## src/rtl/core/i2p_pkg.sv

```systemverilog
// Shared types and constants of the infix-to-postfix converter.
`default_nettype none
package i2p_pkg;

	typedef struct packed {
		logic [7:0] symbol;
		logic       end_of_expression;
	} in_item_t;

	typedef struct packed {
		logic [7:0] out_symbol;
		logic       last;
		logic       error;
	} out_item_t;

	localparam logic [7:0] CH_OPEN  = 8'h28; // (
	localparam logic [7:0] CH_CLOSE = 8'h29; // )
	localparam logic [7:0] CH_MUL   = 8'h2A; // *
	localparam logic [7:0] CH_ADD   = 8'h2B; // +
	localparam logic [7:0] CH_SUB   = 8'h2D; // -
	localparam logic [7:0] CH_DIV   = 8'h2F; // /
	localparam logic [7:0] CH_MOD   = 8'h25; // %
	localparam logic [7:0] CH_NONE  = 8'h00;

	localparam logic [2:0] KIND_OPERAND  = 3'd0;
	localparam logic [2:0] KIND_OPERATOR = 3'd1;
	localparam logic [2:0] KIND_OPEN     = 3'd2;
	localparam logic [2:0] KIND_CLOSE    = 3'd3;
	localparam logic [2:0] KIND_END      = 3'd4;

	// precedence: 2 for * / %, 1 for + -, 0 for everything else
	function automatic logic [1:0] op_rank(input logic [7:0] c);
		logic [1:0] r;
		r = 2'd0;
		if (c == CH_MUL || c == CH_DIV || c == CH_MOD) begin
			r = 2'd2;
		end else if (c == CH_ADD || c == CH_SUB) begin
			r = 2'd1;
		end
		return r;
	endfunction

endpackage
`default_nettype wire

```

## src/rtl/core/infix_to_postfix_converter.sv

```systemverilog
// Shunting-yard infix-to-postfix converter with a memory-based operator stack.
// One character enters per transaction; operands come out again, operators wait on a
// stack of STACK_DEPTH entries held in a synchronous RAM, and the top entry is cached in
// a register. For each popped operator, the operator is emitted while the entry below
// is read from the RAM, and then the RAM read lands in the top register. An end
// transaction flushes the stack and sends a terminator with last set. When an input
// causes an error (overflow, unmatched '(' at the end, unmatched ')'), every result it
// produces carries error, and if it would produce none it sends one marker with
// symbol 0. A full result register stalls the work until it is taken.
`default_nettype none
module infix_to_postfix_converter #(
	parameter int STACK_DEPTH = 16
) (
	input  wire                      clk,
	input  wire                      arst_n,
	input  wire                      item_valid,
	output logic                     item_ready,
	input  wire  i2p_pkg::in_item_t  item,
	output logic                     result_valid,
	input  wire                      result_ready,
	output i2p_pkg::out_item_t       result
);

	localparam int AW = (STACK_DEPTH > 1) ? $clog2(STACK_DEPTH) : 1;
	localparam int CW = $clog2(STACK_DEPTH + 1);
	localparam logic [CW-1:0] FULL = CW'(STACK_DEPTH);

	localparam logic [1:0] ST_IDLE = 2'd0;
	localparam logic [1:0] ST_RUN  = 2'd1;
	localparam logic [1:0] ST_LOAD = 2'd2;

	logic [7:0]    stack_mem [STACK_DEPTH];
	logic [7:0]    rd_data_q;
	logic [1:0]    state_q;
	logic [CW-1:0] cnt_q;
	logic [CW-1:0] open_q;
	logic [7:0]    top_q;
	logic [7:0]    sym_q;
	logic [2:0]    kind_q;
	logic          err_q;
	logic          emitted_q;
	logic          done_q;
	i2p_pkg::out_item_t out_q;
	logic          out_valid_q;

	logic [2:0]    in_kind;
	logic          in_err;
	logic          top_pops_in;
	logic          slot_free;
	logic          pop;
	logic          discard;
	logic          push;
	logic          finish;
	logic          emit_req;
	logic          stall;
	i2p_pkg::out_item_t emit_item;
	logic [AW-1:0] rd_addr;
	logic [CW-1:0] cnt_dec;

	assign item_ready   = (state_q == ST_IDLE);
	assign result_valid = out_valid_q;
	assign result       = out_q;
	assign slot_free    = !out_valid_q || result_ready;
	assign cnt_dec      = cnt_q - CW'(1);
	assign rd_addr      = AW'(cnt_q - CW'(2));

	// classify the incoming character and decide its error flag up front
	always_comb begin
		in_kind = i2p_pkg::KIND_OPERAND;
		if (item.end_of_expression) begin
			in_kind = i2p_pkg::KIND_END;
		end else if (i2p_pkg::op_rank(item.symbol) != 2'd0) begin
			in_kind = i2p_pkg::KIND_OPERATOR;
		end else if (item.symbol == i2p_pkg::CH_OPEN) begin
			in_kind = i2p_pkg::KIND_OPEN;
		end else if (item.symbol == i2p_pkg::CH_CLOSE) begin
			in_kind = i2p_pkg::KIND_CLOSE;
		end
		// a full stack only overflows if the operator pops nothing first
		top_pops_in = (top_q != i2p_pkg::CH_OPEN) &&
			(i2p_pkg::op_rank(top_q) >= i2p_pkg::op_rank(item.symbol));
		case (in_kind)
			i2p_pkg::KIND_END:      in_err = (open_q != '0);
			i2p_pkg::KIND_CLOSE:    in_err = (open_q == '0);
			i2p_pkg::KIND_OPEN:     in_err = (cnt_q == FULL);
			i2p_pkg::KIND_OPERATOR: in_err = (cnt_q == FULL) && !top_pops_in;
			default:                in_err = 1'b0;
		endcase
	end

	always_comb begin
		pop       = 1'b0;
		discard   = 1'b0;
		push      = 1'b0;
		finish    = 1'b0;
		emit_req  = 1'b0;
		emit_item = '{out_symbol: i2p_pkg::CH_NONE, last: 1'b0, error: err_q};
		if (state_q == ST_RUN) begin
			if (done_q) begin
				finish = 1'b1;
			end else if (cnt_q != '0 && (kind_q == i2p_pkg::KIND_END ||
					kind_q == i2p_pkg::KIND_CLOSE ||
					(kind_q == i2p_pkg::KIND_OPERATOR && top_q != i2p_pkg::CH_OPEN &&
					i2p_pkg::op_rank(top_q) >= i2p_pkg::op_rank(sym_q)))) begin
				pop     = 1'b1;
				discard = (top_q == i2p_pkg::CH_OPEN);
				if (!discard) begin
					emit_req             = 1'b1;
					emit_item.out_symbol = top_q;
				end
			end else begin
				finish = 1'b1;
				case (kind_q)
					i2p_pkg::KIND_OPERAND: begin
						emit_req             = 1'b1;
						emit_item.out_symbol = sym_q;
					end
					i2p_pkg::KIND_OPERATOR, i2p_pkg::KIND_OPEN: begin
						if (cnt_q != FULL) begin
							push = 1'b1;
						end else begin
							emit_req = !emitted_q;
						end
					end
					i2p_pkg::KIND_CLOSE: begin
						emit_req = err_q && !emitted_q;
					end
					i2p_pkg::KIND_END: begin
						emit_req       = 1'b1;
						emit_item.last = 1'b1;
					end
					default: begin
						finish = 1'b1;
					end
				endcase
			end
		end
		stall = emit_req && !slot_free;
	end

	// stack RAM: one write port, one registered read port
	always_ff @(posedge clk) begin
		if (push && !stall) begin
			stack_mem[AW'(cnt_q)] <= sym_q;
		end
		rd_data_q <= stack_mem[rd_addr];
	end

	always_ff @(posedge clk or negedge arst_n) begin
		if (!arst_n) begin
			state_q     <= ST_IDLE;
			cnt_q       <= '0;
			open_q      <= '0;
			out_valid_q <= 1'b0;
			emitted_q   <= 1'b0;
			done_q      <= 1'b0;
		end else begin
			if (emit_req && !stall) begin
				out_valid_q <= 1'b1;
				emitted_q   <= 1'b1;
			end else if (result_ready) begin
				out_valid_q <= 1'b0;
			end
			case (state_q)
				ST_IDLE: begin
					if (item_valid) begin
						state_q   <= ST_RUN;
						emitted_q <= 1'b0;
						done_q    <= 1'b0;
					end
				end
				ST_RUN: begin
					if (!stall) begin
						if (pop) begin
							cnt_q   <= cnt_dec;
							state_q <= ST_LOAD;
							if (discard) begin
								open_q <= open_q - CW'(1);
								// matching '(' ends a ')' transaction
								if (kind_q == i2p_pkg::KIND_CLOSE) begin
									done_q <= 1'b1;
								end
							end
						end else if (finish) begin
							state_q <= ST_IDLE;
							if (push) begin
								cnt_q <= cnt_q + CW'(1);
								if (kind_q == i2p_pkg::KIND_OPEN) begin
									open_q <= open_q + CW'(1);
								end
							end
						end
					end
				end
				ST_LOAD: begin
					state_q <= ST_RUN;
				end
				default: begin
					state_q <= ST_IDLE;
				end
			endcase
		end
	end

	// payload registers
	always_ff @(posedge clk) begin
		if (item_valid && item_ready) begin
			sym_q  <= item.symbol;
			kind_q <= in_kind;
			err_q  <= in_err;
		end
		if (emit_req && !stall) begin
			out_q <= emit_item;
		end
		if (push && !stall) begin
			top_q <= sym_q;
		end else if (state_q == ST_LOAD) begin
			top_q <= rd_data_q;
		end
	end

endmodule
`default_nettype wire

```

## config.mk

```make
export PLATFORM = sky130hd
export DESIGN_NAME = infix_to_postfix_converter
export DESIGN_NICKNAME = d
export VERILOG_FILES = /design/src/rtl/core/i2p_pkg.sv /design/src/rtl/core/infix_to_postfix_converter.sv
export SDC_FILE = /design/constraint.sdc
export NUM_CORES = 1
export LEC_CHECK = 0
export ABC_AREA = 1
export BUFFER_PORTS_ARGS = -buffer_cell sky130_fd_sc_hd__buf_2
export CAP_MARGIN = 20
export CORE_MARGIN = 3
export CORE_UTILIZATION = 35
export DETAILED_ROUTE_END_ITERATION = 6
export GPL_ROUTABILITY_DRIVEN = 0
export PLACE_DENSITY_LB_ADDON = 0.3
export SETUP_SLACK_MARGIN = 0.2
export SLEW_MARGIN = 10
export SYNTH_ARGS = -nofsm -noshare
export SYNTH_HDL_FRONTEND = slang
export SYNTH_SLANG_ARGS = --single-unit
```

## constraint.sdc

```tcl
create_clock -name clk -period 3.3 [get_ports clk]
set_input_delay 0.66 -clock clk [delete_from_list [all_inputs] [get_ports clk]]
set_output_delay 0.66 -clock clk [all_outputs]
set_load 0.01 [all_outputs]
```

* Yosys cells after proc, flatten, opt, wreduce, memory -nomap -nowiden
Memories as Yosys holds them, arrays and structs flattened. A register that Yosys moved wholly into a read port is not among the register bits.
Cells that the tools add are included.
** Operators by class
- $add $sub $neg :: 5
- Magnitude comparators :: 2
- Equal/unequal tests :: 38
- Mux-type cells :: 68
- Bitwise operators :: 2
- Reduce and logical (&&, ||, !) cells :: 47
** Operator list (number)
- $eq 8x6->1 const B :: 18
- $mux 5 :: 8
- $mux 8 :: 5
- $mux 1 :: 35
- $mux 2 :: 15
- $reduce_bool 2->1 :: 7
- $eq 3x2->1 const B :: 4
- $logic_or 1x1->1 :: 12
- $reduce_and 6->1 :: 2
- $add 5x1->5 const B :: 2
- $logic_and 1x1->1 :: 10
- $reduce_bool 5->1 :: 2
- $sub 5x1->5 const B :: 2
- $ne 2x2->1 const B :: 4
- $ne 8x6->1 const B :: 1
- $eq 3x1->1 const B :: 2
- $eq 3x3->1 const B :: 2
- $pmux 2 s3 :: 1
- $reduce_or 2->1 :: 3
- $eq 5x5->1 const B :: 1
- $logic_not 1->1 :: 5
- $logic_not 5->1 :: 1
- $ne 5x5->1 const B :: 1
- $ge 2x2->1 :: 2
- other kinds (15) :: 17
** Word-level totals
- Flip-flop bits (word level) :: 45
- Bits in writable memories :: 128
- Input port bits :: 13
- Output and inout port bits :: 12
- Word-level logic and storage cells :: 176
- Memories :: 1
** Memories
- stack_mem :: words 16, width 8, rd ports 1, clocked after Yosys merged registers in 1, write ports 1, line infix_to_postfix_converter.sv:32 : logic [7:0] stack_mem [STACK_DEPTH];

* Depth between registers and ports, before layout
Gate-level depths: netlist of run 1.
- Depth in word-level cells :: 19
- Mapped depth :: 24
- Gate-level depth less buffers :: 24

* Least setup slack after synthesis of run 1
Ideal clock, no wire load.
- Path type :: register to register
- Start point :: reg sym_q[0]
- End point :: mem stack_mem[8][0], enable pin
- Library setup time :: 0.380 ns
- Data arrival time :: 2.659 ns
- Setup slack :: 0.261 ns
- Cell stages (with the launch flop) :: 15
- Buffers on the path :: 1
- Period minus slack after synthesis :: 3.039 ns
- Cells stage by stage :: edfxtp_1 -> inv_1 -> nor4_1 -> o31ai_1 -> ha_1 -> nand2_1 -> nand3b_1 -> nand3_2 -> nand2_4 -> nand2_4 -> nand2_4 -> nor2_8 -> inv_4 -> buf_6 -> nor4_2
** Between the ends
- Word-level cells in the longest chain between the ends :: 18
** RTL lines
- from (decl) :: line infix_to_postfix_converter.sv:38 : logic [7:0] sym_q;
- from (signal assigned) :: line infix_to_postfix_converter.sv:208 : sym_q <= item.symbol;
- $eq 8x6->1, on equally long branches :: line i2p_pkg.sv:37, i2p_pkg.sv:35
- $logic_or 1x1->1, on equally long branches :: line i2p_pkg.sv:37, i2p_pkg.sv:35
- $mux 1 / $logic_or 1x1->1 (equally long branches) :: line i2p_pkg.sv:37, i2p_pkg.sv:35
- $mux 2 (*) :: line i2p_pkg.sv:35 : if (c == CH_MUL || c == CH_DIV || c == CH_MOD) begin
- $mux 2 (*) :: line infix_to_postfix_converter.sv:99 : if (done_q) begin
- $mux 2 (*) :: line infix_to_postfix_converter.sv:98 : if (state_q == ST_RUN) begin
- $ge 2x2->1 (*) :: line infix_to_postfix_converter.sv:104 : i2p_pkg::op_rank(top_q) >= i2p_pkg::op_rank(sym_q)))) begin
- $logic_and 1x1->1 (*) :: line infix_to_postfix_converter.sv:103 : (kind_q == i2p_pkg::KIND_OPERATOR && top_q != i2p_pkg::CH_OPEN &&
- [2 not listed]
- $mux 1 :: line infix_to_postfix_converter.sv:101 : end else if (cnt_q != '0 && (kind_q == i2p_pkg::KIND_END ||
- $mux 1 :: line infix_to_postfix_converter.sv:99
- $mux 1 :: line infix_to_postfix_converter.sv:98
- $logic_and 1x1->1 :: line infix_to_postfix_converter.sv:138 : stall = emit_req && !slot_free;
- $logic_not 1->1 :: line infix_to_postfix_converter.sv:143 : if (push && !stall) begin
- $logic_and 1x1->1 (*) :: line infix_to_postfix_converter.sv:143
- $mux 1 (*) :: line infix_to_postfix_converter.sv:143
- $mux 1 (not written as such) (*) :: line infix_to_postfix_converter.sv:144 : stack_mem[AW'(cnt_q)] <= sym_q;
- to (decl) :: line infix_to_postfix_converter.sv:32
Every way passes the cells marked *; elsewhere a longest branch is shown, timed or not. The select of a mux whose other input is x is not followed.

* Worst setup path after layout of run 1
- Start point :: reg top_q[1]
- End point :: reg open_q[4]
** Between the ends
- Word-level cells in the longest chain between the ends :: 16
** RTL lines
- from (decl) :: line infix_to_postfix_converter.sv:37 : logic [7:0] top_q;
- from (signal assigned) :: line infix_to_postfix_converter.sv:216 : top_q <= sym_q;
- from (signal assigned) :: line infix_to_postfix_converter.sv:218 : top_q <= rd_data_q;
- parallel branches: the longest is 16 deep, another holds $ge 2x2->1
- to (signal assigned) :: line infix_to_postfix_converter.sv:178 : open_q <= open_q - CW'(1);
- to (signal assigned) :: line infix_to_postfix_converter.sv:189 : open_q <= open_q + CW'(1);
- to (decl) :: line infix_to_postfix_converter.sv:36 : logic [CW-1:0] open_q;
Several ways; the timed one is not identified. The select of a mux whose other input is x is not followed.
A chain may end at the register's enable or synchronous reset.

==> flow_summary.ini, run 1 <==
[sta]
finalWorstSetupSlack_ns = 0.276
period_needed_ns = 3.02
maxSlewHeadroom_pct = 48.1
fin_crit_sh_pct = 91.7
max_freq_ghz = 0.331
finClkSkew_ns = 0.0121
setup_violations = 0
slew_viol_final = 0
tightest_slew_ns = 0.778
rsz0062_at_grt = yes
final.setup.tns_ns = 0
hold_viol = 0

[critical_path]
crit_path_end_kind = flop
critical_path_class = reg2reg
critPathLaunchType = flop
cp.arrival_ns = 3.34
cp_max_fo = 6
critical_path_required_ns = 3.62

[grt]
grt_antenna_before_repair = 0
use_met2_pct = 25.7
busiest_layer = met2
grt_max_degree = 34
grt-ovfl-total = 0
met1_usage_pct = 20.9
use_met3_pct = 3.27
grt_usage_pct = 15.6
grt_pass1_vias = 5195
grt_pass1_wl_mm = 28.6

[synth]
synth_edf_count = 158
yosysWarnings = 0
synth_area_sq_um = 7690
postSynthNetCount = 636
synth_top_area_share_pct = 61.7
yosysTopAreaCell = edfxtp_1
synth_common_cells = edfxtp_1, nand2_1, inv_1, nand3_1, a22oi_1
yosysMostFrequentCell = edfxtp_1
async_reset_ff_share_pct = 8.29
avgSynthCellArea_sq_um = 12.5
synth_seq_cells = 181
ys_types = 49
ys_top_cells_by_area = edfxtp_1, nand2_1, dfrtp_1
seq_area_frac_synth_pct = 68.7
synthCells = 615
synth-main-ff-cell = edfxtp_1

[final_layout]
multi_input_area_sq_um = 2140
drive_above_1_share_pct = 22.3
num-nets-final = 705
diodes = 0
seq_area_sq_um = 5280
nFillCells = 1934
syn2layout_area_growth_pct = 18.0

[floorplanning]
rows = 53
dieArea_sq_um = 23800
initial_core_util_pct = 36.1
core-area_sq_um = 21300
die_h_microns = 154
ios = 25
die_x_microns = 154

[power_and_ir_drop]
p_int_mw = 5.00
clockPowerShare_pct = 26.0
comb_power_share_pct = 34.2
power_switching_share_pct = 36.8
pwr-share-seq_pct = 39.8
powerDensity_nw_per_um2 = 872
total_power_mw = 7.91
vdd_drop_max_mv = 0.352
p_switching_mw = 2.91
p_leak_nw = 3.38

[min_path]
hp-class = in2async

[clock_tree]
root_buffer = clkbuf_16
clock_latency_ns = 0.43
postCtsHoldBufs = 0
cts_buffers = 17
clock-sinks = 181
cts_tree = yes
clkTransAtPathRegs_ns = 0.07
htree_num_levels = 4
cts_buffer_depth = 2

[detailed_routing]
drc_errors = 0
dr_total_vias = 5078
ant_nets = 0
wl_per_cell_microns = 18.9
drt_iter0_drc = 395
drt_wl_total_mm = 18.3
firstDrtPassIters = 5
viasPerCell = 5.23

[outcome]
status = finished clean

[placement]
portBuffers = 24
pre_cts_slack_ns = 0.232
dp_hpwl_mm = 12.4

[flow_run]
max_cap_violations = 0
==> flip-flops by register name, indices dropped and copies added (netlist names) <==
| register | cells |
|---|---|
| emitted_q | 1 |
| sym_q | 8 |
| open_q | 5 |
| stack_mem | 128 |
| state_q | 2 |
| cnt_q | 5 |
| kind_q | 3 |
| result_valid | 1 |
| rd_data_q | 8 |
| result | 10 |
| done_q | 1 |
| top_q | 8 |
| err_q | 1 |
==> cells in the final DEF (no fill, tap or decap), types with 5 or more instances in the layout <==
cell / instances
edfxtp_1: 158
nand2_1: 97
inv_1: 48
a22oi_1: 48
nand3_1: 47
buf_4: 43
nor2_1: 29
buf_2: 24
nand4_1: 18
clkbuf_16: 17
o21ai_1: 15
dfrtp_1: 15
inv_2: 11
nand2_2: 9
dfxtp_1: 8
o22ai_1: 7
o21ai_0: 7
ha_1: 6
nand3_2: 5
a21oi_1: 5
a31oi_1: 5
==> cell type report <==
class	instances	area share (%)
multi-input combinational	353	23.6
clock inverter	13	1.90
inverter	63	2.73
timing repair buffer	68	5.05
clock buffer	18	4.73
sequential	181	58.2
tap	275	3.79
==> per-layer routing <==
layer / routed length (microns) / part of all wire (%) / up-vias
met2: 8940 / 49 / 155
met3: 911 / 5.0 / 24
met1: 8170 / 45 / 2518
li1: - / - / 2381
met4: 303 / 1.7 / 0
met5: 0 / 0 / -
==> worst max-delay path, cell delays in order (launching register included) <==
cell and delay (ns):
edfxtp_1 0.41, inv_2 0.11, nand2_2 0.07, nor3_2 0.20, nor3_1 0.08, nor3_1 0.19
buf_4 0.17, ha_4 0.20, nand2_1 0.06, nand3b_1 0.09, nand3_2 0.09, nand2_4 0.09
nand3_4 0.10, inv_6 0.05, or2_4 0.26, nand2_2 0.07, inv_2 0.04, ha_2 0.16
inv_2 0.07, nand2_2 0.07, nand3_2 0.09, nand2_2 0.07, nand3_2 0.05, nand2_1 0.05
nand2_1 0.05, nand2_1 0.04
==> cells by family (layout without fill, tap and decap cells) <==
| logic type | count (synthesis) | after routing | share of synthesized area, % |
|---|---|---|---|
| AO/OA/AOI/OAI | 98 | 98 | 8.58 |
| XOR/XNOR | 7 | 7 | 0.993 |
| adder cells (fa/ha/maj) | 8 | 8 | 1.30 |
| buffers and inverters | 81 | 162 | 4.28 |
| flip-flops | 181 | 181 | 68.7 |
| AND/OR/NAND/NOR | 240 | 240 | 16.1 |
==> worst paths after layout <==
path                           from         end  slack [ns]  cells after the start
setup / recovery           top_q[1]   open_q[4]        0.28                     25
hold / removal               arst_n  state_q[0]        0.16                      1
setup reg to reg           top_q[1]   open_q[4]        0.28                     25
hold reg to reg               err_q   result[0]        0.48                      0
max in group asynchronous    arst_n    cnt_q[4]        2.85                      1
min in group clk            item[7]    sym_q[6]        0.43                      1
==> metrics by stage <==
step	std cells	hold slack, ns	instance area (sq um)	utilization, %
6_report	971	0.157	9070	42.6
2_1_floorplan	615	0.364	7690	-
5_1_grt	971	0.160	9070	42.6
3_5_place_dp	931	0.476	8330	39.1
3_3_place_gp	931	0.467	8330	39.1
4_1_cts	962	0.157	8930	42.0
==> power groups by stage <==
stage	Clock, mW	Sequential [mW]	Combinational [mW]
floorplan	0	3.22	1.64
global placement	0	3.19	2.58
detailed placement	0	3.20	2.62
CTS	2.10	3.15	2.63
global route	2.18	3.18	2.97
finish	2.06	3.15	2.70
==> what timing repair did <==
| item | in CTS | in global routing |
|---|---|---|
| gates resized for setup | 0 | 22 |
| setup buffers | 0 | 9 |
| endpoints found under the setup margin | 0 | 84 |
Power figures use the tool's default switching activity.
==> run 2: changes to the inputs <==
CELL_PAD_IN_SITES_DETAIL_PLACEMENT = 1   (was unset)
CELL_PAD_IN_SITES_GLOBAL_PLACEMENT = 1   (was unset)
==> run 2 against run 1 <==
Clock power is essentially flat; global-route usage grew 1.5 points; first-iteration DRC count shrank 5.6%; via count grew 1.6%; combinational power grew 3%.
==> flow_summary.ini, run 2 (same netlist as run 1, synthesis figures left out) <==
[grt]
grt_antenna_before_repair = 0
grt_usage_pct = 17.1
grt-ovfl-total = 0
grt_pass1_wl_mm = 31.1
grt_max_degree = 34
grt_pass1_vias = 5409

[detailed_routing]
drc_errors = 0
dr_total_vias = 5161
wl_per_cell_microns = 20.9
drt_wl_total_mm = 20.3
ant_nets = 0
firstDrtPassIters = 5
drt_iter0_drc = 373
viasPerCell = 5.33

[floorplanning]
dieArea_sq_um = 23800
core-area_sq_um = 21300
ios = 25
die_h_microns = 154
die_x_microns = 154
rows = 53
initial_core_util_pct = 36.1

[final_layout]
largest_register_ffs = 128
multi_input_area_sq_um = 2170
largest-register = stack_mem
diodes = 0
layout_common_cells = edfxtp_1, nand2_1, a22oi_1
design_area_sq_um = 9070
layout_commonest_cell = edfxtp_1
num-nets-final = 702
drive_above_1_share_pct = 23.2
nFillCells = 2254
seq_area_sq_um = 5280
syn2layout_area_growth_pct = 18.0

[power_and_ir_drop]
clockPowerShare_pct = 25.4
p_leak_nw = 3.37
power_switching_share_pct = 38.7
p_switching_mw = 3.09
pwr-share-seq_pct = 39.7
comb_power_share_pct = 34.9
powerDensity_nw_per_um2 = 879
vdd_drop_max_mv = 0.414
p_int_mw = 4.89

[flow_run]
max_cap_violations = 0

[critical_path]
path_buf_inv = 3
rr_worst_depth = 16
critPathLaunchType = flop
endpoint = stack_mem[8][2]
critical_path_required_ns = 3.44
ff2ff_setup_slack_ns = 0.30
crit_path_max_incr_delay_ns = 0.43
cp_max_fo = 19
reg2reg_to = stack_mem[8][2]
path_depth = 16
crit_family = simple AND/OR/NAND/NOR gates
crit_slowest_cell = edfxtp_1
cp.arrival_ns = 3.14
crit_start = top_q[1]
critical_path_class = reg2reg
crit_path_end_kind = flop
r2r-start = top_q[1]
crit_path_cell_trace = inv_2 -> nand2_2 -> nor3_2 -> nor3_2 -> nor3_2 -> ha_1 -> nand2_1 -> nand3b_1 -> nand3_2 -> nand2_4 -> nand2_4 -> nand2_4 -> nor2_8 -> inv_6 -> nor4_2 -> buf_4

[sta]
tightest_slew_ns = 0.682
period_needed_ns = 3.00
finClkSkew_ns = 0.0228
setup_violations = 0
maxSlewHeadroom_pct = 54.5
fin_crit_sh_pct = 90.9
max_freq_ghz = 0.333
final.setup.tns_ns = 0
rsz0062_at_grt = yes
slew_viol_final = 0
hold_viol = 0

[min_path]
hp-class = in2async

[placement]
portBuffers = 24
dp_hpwl_mm = 13.4
place_area_sq_um = 8350

[clock_tree]
cts_tree = yes
cts_buffer_depth = 2
cts_buffers = 17
clkTransAtPathRegs_ns = 0.07
clock_latency_ns = 0.44
htree_num_levels = 4
clock-sinks = 181
root_buffer = clkbuf_16
postCtsHoldBufs = 0

[outcome]
status = finished clean
[run 2: final cells by class]
type	instances	share of cell area [%]
tap	275	3.79
clock inverter	15	1.79
clock buffer	17	4.69
sequential	181	58.2
inverter	63	2.70
multi-input combinational	353	23.9
timing repair buffer	65	4.90
[run 2: per-layer routing]
metal / vias up / share of wire [%] / GRT usage [%]
li1: 2372 / - / -
met1: 2637 / 46 / 23.7
met2: 122 / 49 / 27.8
met3: 30 / 4.2 / 3.33
met4: 0 / 1.6 / 4.29
met5: - / 0 / 0
[run 2: worst register-to-register path: stages, from the launching register on]
cell and delay (ns):
edfxtp_1 0.43, inv_2 0.14, nand2_2 0.07, nor3_2 0.20
nor3_2 0.08, nor3_2 0.24, ha_1 0.28, nand2_1 0.07
nand3b_1 0.10, nand3_2 0.09, nand2_4 0.09, nand2_4 0.10
nand2_4 0.07, nor2_8 0.18, inv_6 0.12, nor4_2 0.19
buf_4 0.24
[run 2: per-stage QoR]
| step | cells | hold slack (ns) | power (mW) | utilization, % | setup slack (ns) |
|---|---|---|---|---|---|
| floorplan | 615 | 0.364 | 4.85 | - | 0.261 |
| global placement | 932 | 0.471 | 5.80 | 39.2 | 0.410 |
| detailed placement | 932 | 0.482 | 5.90 | 39.2 | 0.205 |
| CTS | 964 | 0.150 | 7.94 | 42.0 | 0.281 |
| global route | 969 | 0.173 | 8.41 | 42.6 | 0.109 |
| finish | 969 | 0.159 | 7.97 | 42.6 | 0.301 |
[run 2: power by group through the flow]
stage                     clock (mW)  sequential (mW)  combinational, mW
after floorplan                    0             3.22               1.64
after global routing            2.17             3.19               3.05
after global placement             0             3.19               2.61
after detailed placement           0             3.21               2.69
after CTS                       2.06             3.16               2.72
final                           2.03             3.17               2.78
[run 2: worst min path at each step]
stage          startpoint   endpoint  slack (ns)  depth (start not counted)
2_1_floorplan      arst_n   cnt_q[0]        0.36                          0
6_report           arst_n   cnt_q[1]        0.16                          1
3_3_place_gp        err_q  result[0]        0.47                          0
3_5_place_dp        err_q  result[0]        0.48                          0
5_1_grt            arst_n     done_q        0.17                          1
4_1_cts            arst_n  open_q[4]        0.15                          1
[run 2: repair_timing]
action,CTS,global route
hold endpoints to repair,0,0
pin swaps,0,10
resized for setup,1,28
setup buffers,0,5
setup endpoints to repair,1,132
